`src/rtl/aocs_pkg.sv`:
```
// shared constants for the airspeed offset calibration and root core
// no dependencies
package aocs_pkg;

  localparam int CAL_SAMPLES_DEF = 64;
  localparam int SAMPLE_W        = 16;
  localparam int SPEED_W         = 20;
  localparam int CFG_W           = 16;
  localparam int CFG_IDX_W       = 2;

  localparam logic [CFG_IDX_W-1:0] CFG_VALUE_SCALE = 2'd0;
  localparam logic [CFG_IDX_W-1:0] CFG_OFFSET_MIN  = 2'd1;
  localparam logic [CFG_IDX_W-1:0] CFG_OFFSET_MAX  = 2'd2;

  localparam logic [CFG_W-1:0] VALUE_SCALE_RST = 16'd4096;
  localparam logic [CFG_W-1:0] OFFSET_MIN_RST  = 16'd0;
  localparam logic [CFG_W-1:0] OFFSET_MAX_RST  = 16'hFFFF;

  // control between the core and the root unit
  typedef struct packed {
    logic                start;
    logic [SAMPLE_W-1:0] diff;
    logic [CFG_W-1:0]    scale;
  } root_req_t;

  typedef struct packed {
    logic               done;
    logic [SPEED_W-1:0] root;
  } root_rsp_t;

endpackage

```
`src/rtl/aocs_root.sv`:
```
// bit-serial scale multiply and digit-by-digit square root
// uses aocs_pkg; result = isqrt((diff * scale * scale) >> 8)
module aocs_root (
  input  logic                clk,
  input  logic                rst,
  input  aocs_pkg::root_req_t req,
  output aocs_pkg::root_rsp_t rsp
);

  localparam logic [1:0] S_IDLE = 2'd0;
  localparam logic [1:0] S_MUL1 = 2'd1;
  localparam logic [1:0] S_MUL2 = 2'd2;
  localparam logic [1:0] S_SQRT = 2'd3;

  logic [1:0]  state;
  logic [4:0]  cnt;
  logic [47:0] acc;
  logic [47:0] mcand;
  logic [15:0] mplier;
  logic [15:0] scale;
  logic [39:0] x;
  logic [21:0] rem;
  logic [19:0] root;
  logic        done;

  logic [47:0] acc_next;
  logic [23:0] rem_sh;
  logic [23:0] trial;

  assign acc_next = mplier[0] ? acc + mcand : acc;
  assign rem_sh   = {rem, x[39:38]};
  assign trial    = {2'b00, root, 2'b01};

  always_ff @(posedge clk) begin
    if (rst) begin
      state <= S_IDLE;
      done  <= 1'b0;
    end else begin
      done <= (state == S_SQRT) && (cnt == 5'd19);
      case (state)
        S_IDLE: begin
          if (req.start) begin
            acc    <= '0;
            mcand  <= {32'd0, req.diff};
            mplier <= req.scale;
            scale  <= req.scale;
            cnt    <= '0;
            state  <= S_MUL1;
          end
        end
        S_MUL1: begin
          if (cnt == 5'd15) begin
            mcand  <= acc_next;
            acc    <= '0;
            mplier <= scale;
            cnt    <= '0;
            state  <= S_MUL2;
          end else begin
            acc    <= acc_next;
            mcand  <= {mcand[46:0], 1'b0};
            mplier <= {1'b0, mplier[15:1]};
            cnt    <= cnt + 5'd1;
          end
        end
        S_MUL2: begin
          if (cnt == 5'd15) begin
            x     <= acc_next[47:8];
            rem   <= '0;
            root  <= '0;
            cnt   <= '0;
            state <= S_SQRT;
          end else begin
            acc    <= acc_next;
            mcand  <= {mcand[46:0], 1'b0};
            mplier <= {1'b0, mplier[15:1]};
            cnt    <= cnt + 5'd1;
          end
        end
        S_SQRT: begin
          // one root bit per cycle
          x   <= {x[37:0], 2'b00};
          cnt <= cnt + 5'd1;
          if (rem_sh >= trial) begin
            rem  <= 22'(rem_sh - trial);
            root <= {root[18:0], 1'b1};
          end else begin
            rem  <= rem_sh[21:0];
            root <= {root[18:0], 1'b0};
          end
          if (cnt == 5'd19) begin
            state <= S_IDLE;
          end
        end
        default: state <= S_IDLE;
      endcase
    end
  end

  assign rsp.done = done;
  assign rsp.root = root;

endmodule

```
`src/rtl/airspeed_offset_calibrate_sqrt_core.sv`:
```
// calibration sample: stored, then S_FIN raises m_tvalid and s_tready once the output is free
// calibration end: the result follows the trigger after one rank pass over the sample memory
//   per stored sample and a serial divide
// running sample: the result follows the two serial multiplies by scale, the serial root in
//   aocs_root and the handoff to S_FIN; below offset as above
// one item in flight; rst (synchronous) restarts calibration, offset 0, registers to defaults
module airspeed_offset_calibrate_sqrt_core #(
  parameter int CAL_SAMPLES = aocs_pkg::CAL_SAMPLES_DEF
) (
  input  logic                        clk,
  input  logic                        rst,
  input  logic                        s_tvalid,
  output logic                        s_tready,
  input  logic [15:0]                 s_tdata,   // [15:0] raw_sample
  output logic                        m_tvalid,
  input  logic                        m_tready,
  output logic [39:0]                 m_tdata,   // [19:0] speed, [35:20] zero_offset, pad
  output logic                        m_tuser,   // [0] speed_valid
  input  logic                        cfg_we,
  input  logic [aocs_pkg::CFG_IDX_W-1:0] cfg_index,
  input  logic [aocs_pkg::CFG_W-1:0]  cfg_data
);

  localparam int IW    = (CAL_SAMPLES > 1) ? $clog2(CAL_SAMPLES) : 1;
  localparam int CW    = $clog2(CAL_SAMPLES + 1);
  localparam int SUMW  = 16 + CW;
  localparam int DCW   = $clog2(SUMW + 1);
  localparam int DROP  = (CAL_SAMPLES > 10) ? CAL_SAMPLES / 4 : 0;
  localparam int LO    = DROP;
  localparam int HI    = CAL_SAMPLES - DROP;
  localparam int KEEP  = HI - LO;

  localparam logic [2:0] S_IDLE  = 3'd0;
  localparam logic [2:0] S_LOADI = 3'd1;
  localparam logic [2:0] S_GETI  = 3'd2;
  localparam logic [2:0] S_RANK  = 3'd3;
  localparam logic [2:0] S_DIV   = 3'd4;
  localparam logic [2:0] S_ROOT  = 3'd5;
  localparam logic [2:0] S_FIN   = 3'd6;

  logic [2:0]  state;
  logic [15:0] value_scale;
  logic [15:0] offset_min;
  logic [15:0] offset_max;
  logic [CW-1:0] cal_count;
  logic        calibrating;
  logic [15:0] offset_reg;
  logic        res_valid;
  logic [19:0] res_speed;

  logic [15:0] mem [CAL_SAMPLES];
  logic [15:0] rd;
  logic [IW-1:0] raddr;
  logic [IW-1:0] i;
  logic [IW-1:0] j;
  logic [IW-1:0] jd;
  logic [15:0] vi;
  logic [CW-1:0] rank;
  logic [CW-1:0] rank_next;
  logic [SUMW-1:0] sum;
  logic [CW:0]   drem;
  logic [CW+1:0] drem_sh;
  logic [DCW-1:0] dcnt;
  logic [15:0] avg;
  logic [15:0] avg_lo;

  aocs_pkg::root_req_t req;
  aocs_pkg::root_rsp_t rsp;

  logic accept;
  logic out_free;
  logic fin_load;
  logic less;

  assign s_tready = (state == S_IDLE);
  assign accept   = s_tvalid && s_tready;
  assign out_free = !m_tvalid || m_tready;
  assign fin_load = (state == S_FIN) && out_free;

  assign raddr     = (state == S_LOADI) ? i : j;
  assign less      = (rd < vi) || ((rd == vi) && (jd < i));
  assign rank_next = rank + CW'(less);
  assign drem_sh   = {drem, sum[SUMW-1]};
  assign avg       = sum[15:0];
  assign avg_lo    = (avg < offset_min) ? offset_min : avg;

  assign req.start = accept && !calibrating && (s_tdata >= offset_reg);
  assign req.diff  = s_tdata - offset_reg;
  assign req.scale = value_scale;

  aocs_root u_root (
    .clk (clk),
    .rst (rst),
    .req (req),
    .rsp (rsp)
  );

  always_ff @(posedge clk) begin
    if (accept && calibrating && (cal_count < CW'(CAL_SAMPLES))) begin
      mem[cal_count[IW-1:0]] <= s_tdata;
    end
    rd <= mem[raddr];
  end

  always_ff @(posedge clk) begin
    if (rst) begin
      value_scale <= aocs_pkg::VALUE_SCALE_RST;
      offset_min  <= aocs_pkg::OFFSET_MIN_RST;
      offset_max  <= aocs_pkg::OFFSET_MAX_RST;
    end else if (cfg_we) begin
      case (cfg_index)
        aocs_pkg::CFG_VALUE_SCALE: value_scale <= cfg_data;
        aocs_pkg::CFG_OFFSET_MIN:  offset_min  <= cfg_data;
        aocs_pkg::CFG_OFFSET_MAX:  offset_max  <= cfg_data;
        default: ;
      endcase
    end
  end

  always_ff @(posedge clk) begin
    if (rst) begin
      state       <= S_IDLE;
      cal_count   <= '0;
      calibrating <= 1'b1;
      offset_reg  <= '0;
      m_tvalid    <= 1'b0;
    end else begin
      if (fin_load) begin
        m_tvalid <= 1'b1;
      end else if (m_tvalid && m_tready) begin
        m_tvalid <= 1'b0;
      end
      case (state)
        S_IDLE: begin
          if (accept) begin
            res_speed <= '0;
            res_valid <= !calibrating;
            if (calibrating) begin
              if (cal_count < CW'(CAL_SAMPLES)) begin
                cal_count <= cal_count + CW'(1);
                state     <= S_FIN;
              end else begin
                i     <= '0;
                sum   <= '0;
                state <= S_LOADI;
              end
            end else if (req.start) begin
              state <= S_ROOT;
            end else begin
              state <= S_FIN;
            end
          end
        end
        S_LOADI: begin
          j     <= '0;
          state <= S_GETI;
        end
        S_GETI: begin
          vi    <= rd;
          rank  <= '0;
          jd    <= j;
          j     <= j + IW'(1);
          state <= S_RANK;
        end
        S_RANK: begin
          // rank of sample i among all stored, ties broken by position
          rank <= rank_next;
          jd   <= j;
          j    <= j + IW'(1);
          if (jd == IW'(CAL_SAMPLES - 1)) begin
            if ((rank_next >= CW'(LO)) && (rank_next < CW'(HI))) begin
              sum <= sum + SUMW'(vi);
            end
            if (i == IW'(CAL_SAMPLES - 1)) begin
              drem  <= '0;
              dcnt  <= '0;
              state <= S_DIV;
            end else begin
              i     <= i + IW'(1);
              state <= S_LOADI;
            end
          end
        end
        S_DIV: begin
          // restoring divide, quotient bits shift into sum
          dcnt <= dcnt + DCW'(1);
          if (drem_sh >= (CW+2)'(KEEP)) begin
            drem <= (CW+1)'(drem_sh - (CW+2)'(KEEP));
            sum  <= {sum[SUMW-2:0], 1'b1};
          end else begin
            drem <= drem_sh[CW:0];
            sum  <= {sum[SUMW-2:0], 1'b0};
          end
          if (dcnt == DCW'(SUMW)) begin
            offset_reg  <= (avg_lo > offset_max) ? offset_max : avg_lo;
            calibrating <= 1'b0;
            state       <= S_FIN;
          end
        end
        S_ROOT: begin
          if (rsp.done) begin
            res_speed <= rsp.root;
            state     <= S_FIN;
          end
        end
        S_FIN: begin
          if (out_free) begin
            m_tdata  <= {4'd0, offset_reg, res_speed};
            m_tuser  <= res_valid;
            state    <= S_IDLE;
          end
        end
        default: state <= S_IDLE;
      endcase
    end
  end

endmodule

```
`config.mk`:
```
export PLATFORM = sky130hd
export DESIGN_NAME = airspeed_offset_calibrate_sqrt_core
export DESIGN_NICKNAME = d
export VERILOG_FILES = /design/src/rtl/aocs_pkg.sv /design/src/rtl/aocs_root.sv /design/src/rtl/airspeed_offset_calibrate_sqrt_core.sv
export SDC_FILE = /design/constraint.sdc
export NUM_CORES = 2
export LEC_CHECK = 0
export BUFFER_PORTS_ARGS = -buffer_cell sky130_fd_sc_hd__buf_2
export CAP_MARGIN = 20
export CORE_MARGIN = 2
export CORE_UTILIZATION = 55
export DETAILED_ROUTE_END_ITERATION = 10
export PLACE_DENSITY = 0.74
export SLEW_MARGIN = 20
export SYNTH_ARGS = -nofsm -noshare
export SYNTH_HDL_FRONTEND = slang
export SYNTH_SLANG_ARGS = --single-unit
```
`constraint.sdc`:
```
create_clock -name clk -period 5.87 [get_ports clk]
set_input_delay 0.8805 -clock clk [delete_from_list [all_inputs] [get_ports clk]]
set_output_delay 0.8805 -clock clk [all_outputs]
set_load 0.005 [all_outputs]
```
==> qor.txt <==
WP depth: 22
Post-synth EDFFs: 1374
Critical path peak fanout: 14
Clk sink count: 1469
Most used cell, CP: o21ai_0
Async S/R FF share, synth: 0%
First-pass GRT wire length: 223900 µm
Worst Skew: 36.77 ps
Final Hold Fails: 0
Nets: 4558
Antenna violations before repair: 11
Status: finished clean
Cells along the critical path: ha_1 -> a21o_1 -> a21oi_1 -> nor2b_1 -> o21ai_0 -> a21oi_1 -> or3_1 -> a21oi_2 -> mux2i_1 -> inv_1 -> ha_1 -> nor2b_1 -> o21a_1 -> o21a_1 -> o21ai_0 -> nand2b_1 -> a21oi_1 -> o21ai_0 -> a21oi_1 -> o21ai_0 -> buf_4 -> o21ai_0
GRT Overall Usage: 24.60%
Critical-path top delay cell: edfxtp_1
Proportion of layout cells with a drive suffix above 1: 16.97%
Worst Reg-to-Reg Cells: 22
CTS H-Tree Depth: 4
RSZ-0062 raised after global routing: false
Worst min-delay path class: in2reg
Max reg flops: 1024
Rows: 125
FF-to-FF Start: sum[1]
Count of final setup violators: 0
Crit path kind: reg2reg
Slew Limit Fails: 0
Setup WS pre-CTS: 747.4 ps
Fin crit share: 79.41%
Cell variety after synth: 75
Antenna diodes: 0
Mean Syn Cell Area: 15.42 µm²
Area grow syn2layout: 12.14%
Core region area: 0.1160 mm²
CP delay by family, top: compound AO/OA/AOI/OAI gates
Min-delay src: cfg_data[14]
Tmin final: 4661 ps
Clock tree from TritonCTS: done
# DRC: 0
Clock slew at reported path FFs: 60 ps
Commonest non-fill, non-tap cells in the layout: edfxtp_1, mux4_2, nand2_1
Worst-skew pair later-pin latency: 760 ps
# IOs: 82
Number of routed nets with antenna violations: 0
Cts bufs inserted: 148
Final core occ: 62.17%
Post-synthesis sequential area ratio: 67.08%
Tot Pwr: 28.14 mW
Post-CTS Setup Bufs: 0
Startpoint Class: register
DRT Pass-1 Iters: 6
GR Overflow Total: 0
Setup crit start: sum[1]
Synthesized instance count: 4172
CP bufs+invs: 2
Commonest non-fill, non-tap cell in the layout: edfxtp_1
Nature of the critical path endpoint: register
R2R Setup Slk: 1210 ps
Max Cap Violations: 0
Hold_buf cts: 0
FF-to-FF End: offset_reg[7]
LEAKAGE: 25.22 nW
VDD IR max: 0.0003309 V
Synth Register Bits: 1469
Max incr delay on CP: 480 ps
Die Y-Extent: 346.0 µm
DR vias: 36657
Worst-margin pin slew: 1078 ps
Average routed wire per standard cell: 24.51 µm
Ys Warns: 0
Power per cell area: 389.9 mW/mm²
Fmax: 214.5 MHz
CP Data Required Time: 6540 ps
Sum Neg Setup Slack: 0 ps
Post_cts resized: 0
Setup crit end: offset_reg[7]
Die area: 0.1197 mm²
WP data arrival: 5330 ps
Dominant synthesized flop cell: edfxtp_1
Initial Util: 55.44%
Largest net degree at the start of global routing: 129
Slew HR: 28.11%
Longest Clk Path Bufs: 3
Clock root buffer: clkbuf_16
Via-to-Cell Ratio: 6.113
DP Wirelength: 93180 µm
Die Width: 346.0 µm
Starting DRC count in detailed routing: 3957
Area of the mapped netlist: 0.06434 mm²
Detailed Route WL: 147000 µm
Routability cong.: 0.8903
IO buf count: 77
Final setup margin: 1209 ps
Vias in the first global route: 36580
[routing by layer]
metal | track usage [%] | up-vias | routed length [µm]
met5 | 0 | - | 135
met4 | 8.128 | 20 | 4410
met3 | 4.372 | 283 | 11240
met2 | 40.07 | 1384 | 71140
met1 | 33.86 | 18462 | 60080
li1 | - | 16508 | -
[synthesized netlist by cell type (all sizes together), types with 52 or more instances]
library cell	instances	area (µm²)
xnor2	63	551.8
mux2i	168	1682
nand2	251	942.2
clkbuf	149	559.3
dfxtp	95	1902
mux4	256	5766
a21o	66	495.5
inv	168	630.6
a211oi	71	543.0
xor2	52	455.4
nor2b	117	732.0
a21oi	211	1060
ha	168	2102
nor2	239	897.1
edfxtp	1374	41260
o21ai	132	660.6
buf	60	282.8
[metrics by stage]
step	cells	hold WS, ps	area [µm²]
2_1_floorplan	4175	400.3	64360
3_3_place_gp	5721	403.0	67310
3_5_place_dp	5722	404.5	67350
4_1_cts	5997	337.0	72140
5_1_grt	5997	354.9	72150
6_report	5997	376.2	72150
[power breakdown]
| group | total (mW) | internal [mW] | leakage (nW) | switching [mW] |
|---|---|---|---|---|
| Sequential | 12.2 | 11.9 | 13.3 | 0.315 |
| Clock | 9.27 | 5.25 | 2.35 | 4.02 |
| Combinational | 6.64 | 2.83 | 9.55 | 3.81 |
[worst reg2reg max path: stages, from the launching register on]
cell	delay [ps]
edfxtp_1	480
ha_1	320
a21o_1	150
a21oi_1	130
nor2b_1	50
o21ai_0	150
a21oi_1	80
or3_1	320
a21oi_2	420
mux2i_1	310
inv_1	70
ha_1	290
nor2b_1	130
o21a_1	160
o21a_1	160
o21ai_0	140
nand2b_1	70
a21oi_1	160
o21ai_0	130
a21oi_1	290
o21ai_0	210
buf_4	230
o21ai_0	150
[final cells by class]
cell class,instances,area [µm²]
sequential,1469,43160
tap,1524,1907
timing repair buffer,232,1759
clock buffer,189,4024
fill,8258,43900
inverter,168,630.6
multi-input combinational,2329,19910
clock inverter,86,762.0
[worst min path at each step]
stage | end | slack, ps | cells past startpoint
2_1_floorplan | m_tdata[0] | 400 | 0
3_3_place_gp | m_tdata[13] | 400 | 0
3_5_place_dp | m_tdata[7] | 400 | 0
4_1_cts | offset_max[14] | 340 | 2
5_1_grt | value_scale[12] | 350 | 3
6_report | offset_max[14] | 380 | 2
[kinds of logic (layout without fill, tap and decap cells)]
| family | count (synthesis) | after routing | synth area share, % |
|---|---|---|---|
| xor+xnor | 115 | 115 | 1.565 |
| mux | 429 | 429 | 11.66 |
| simple gates | 911 | 911 | 6.909 |
| compound gates | 699 | 699 | 7.125 |
| other cells | 1 | 4 | 0.005828 |
| flops | 1469 | 1469 | 67.08 |
| buf+inv | 377 | 675 | 2.289 |
| fa+ha+maj | 171 | 171 | 3.360 |
Power figures use the tool's default switching activity.
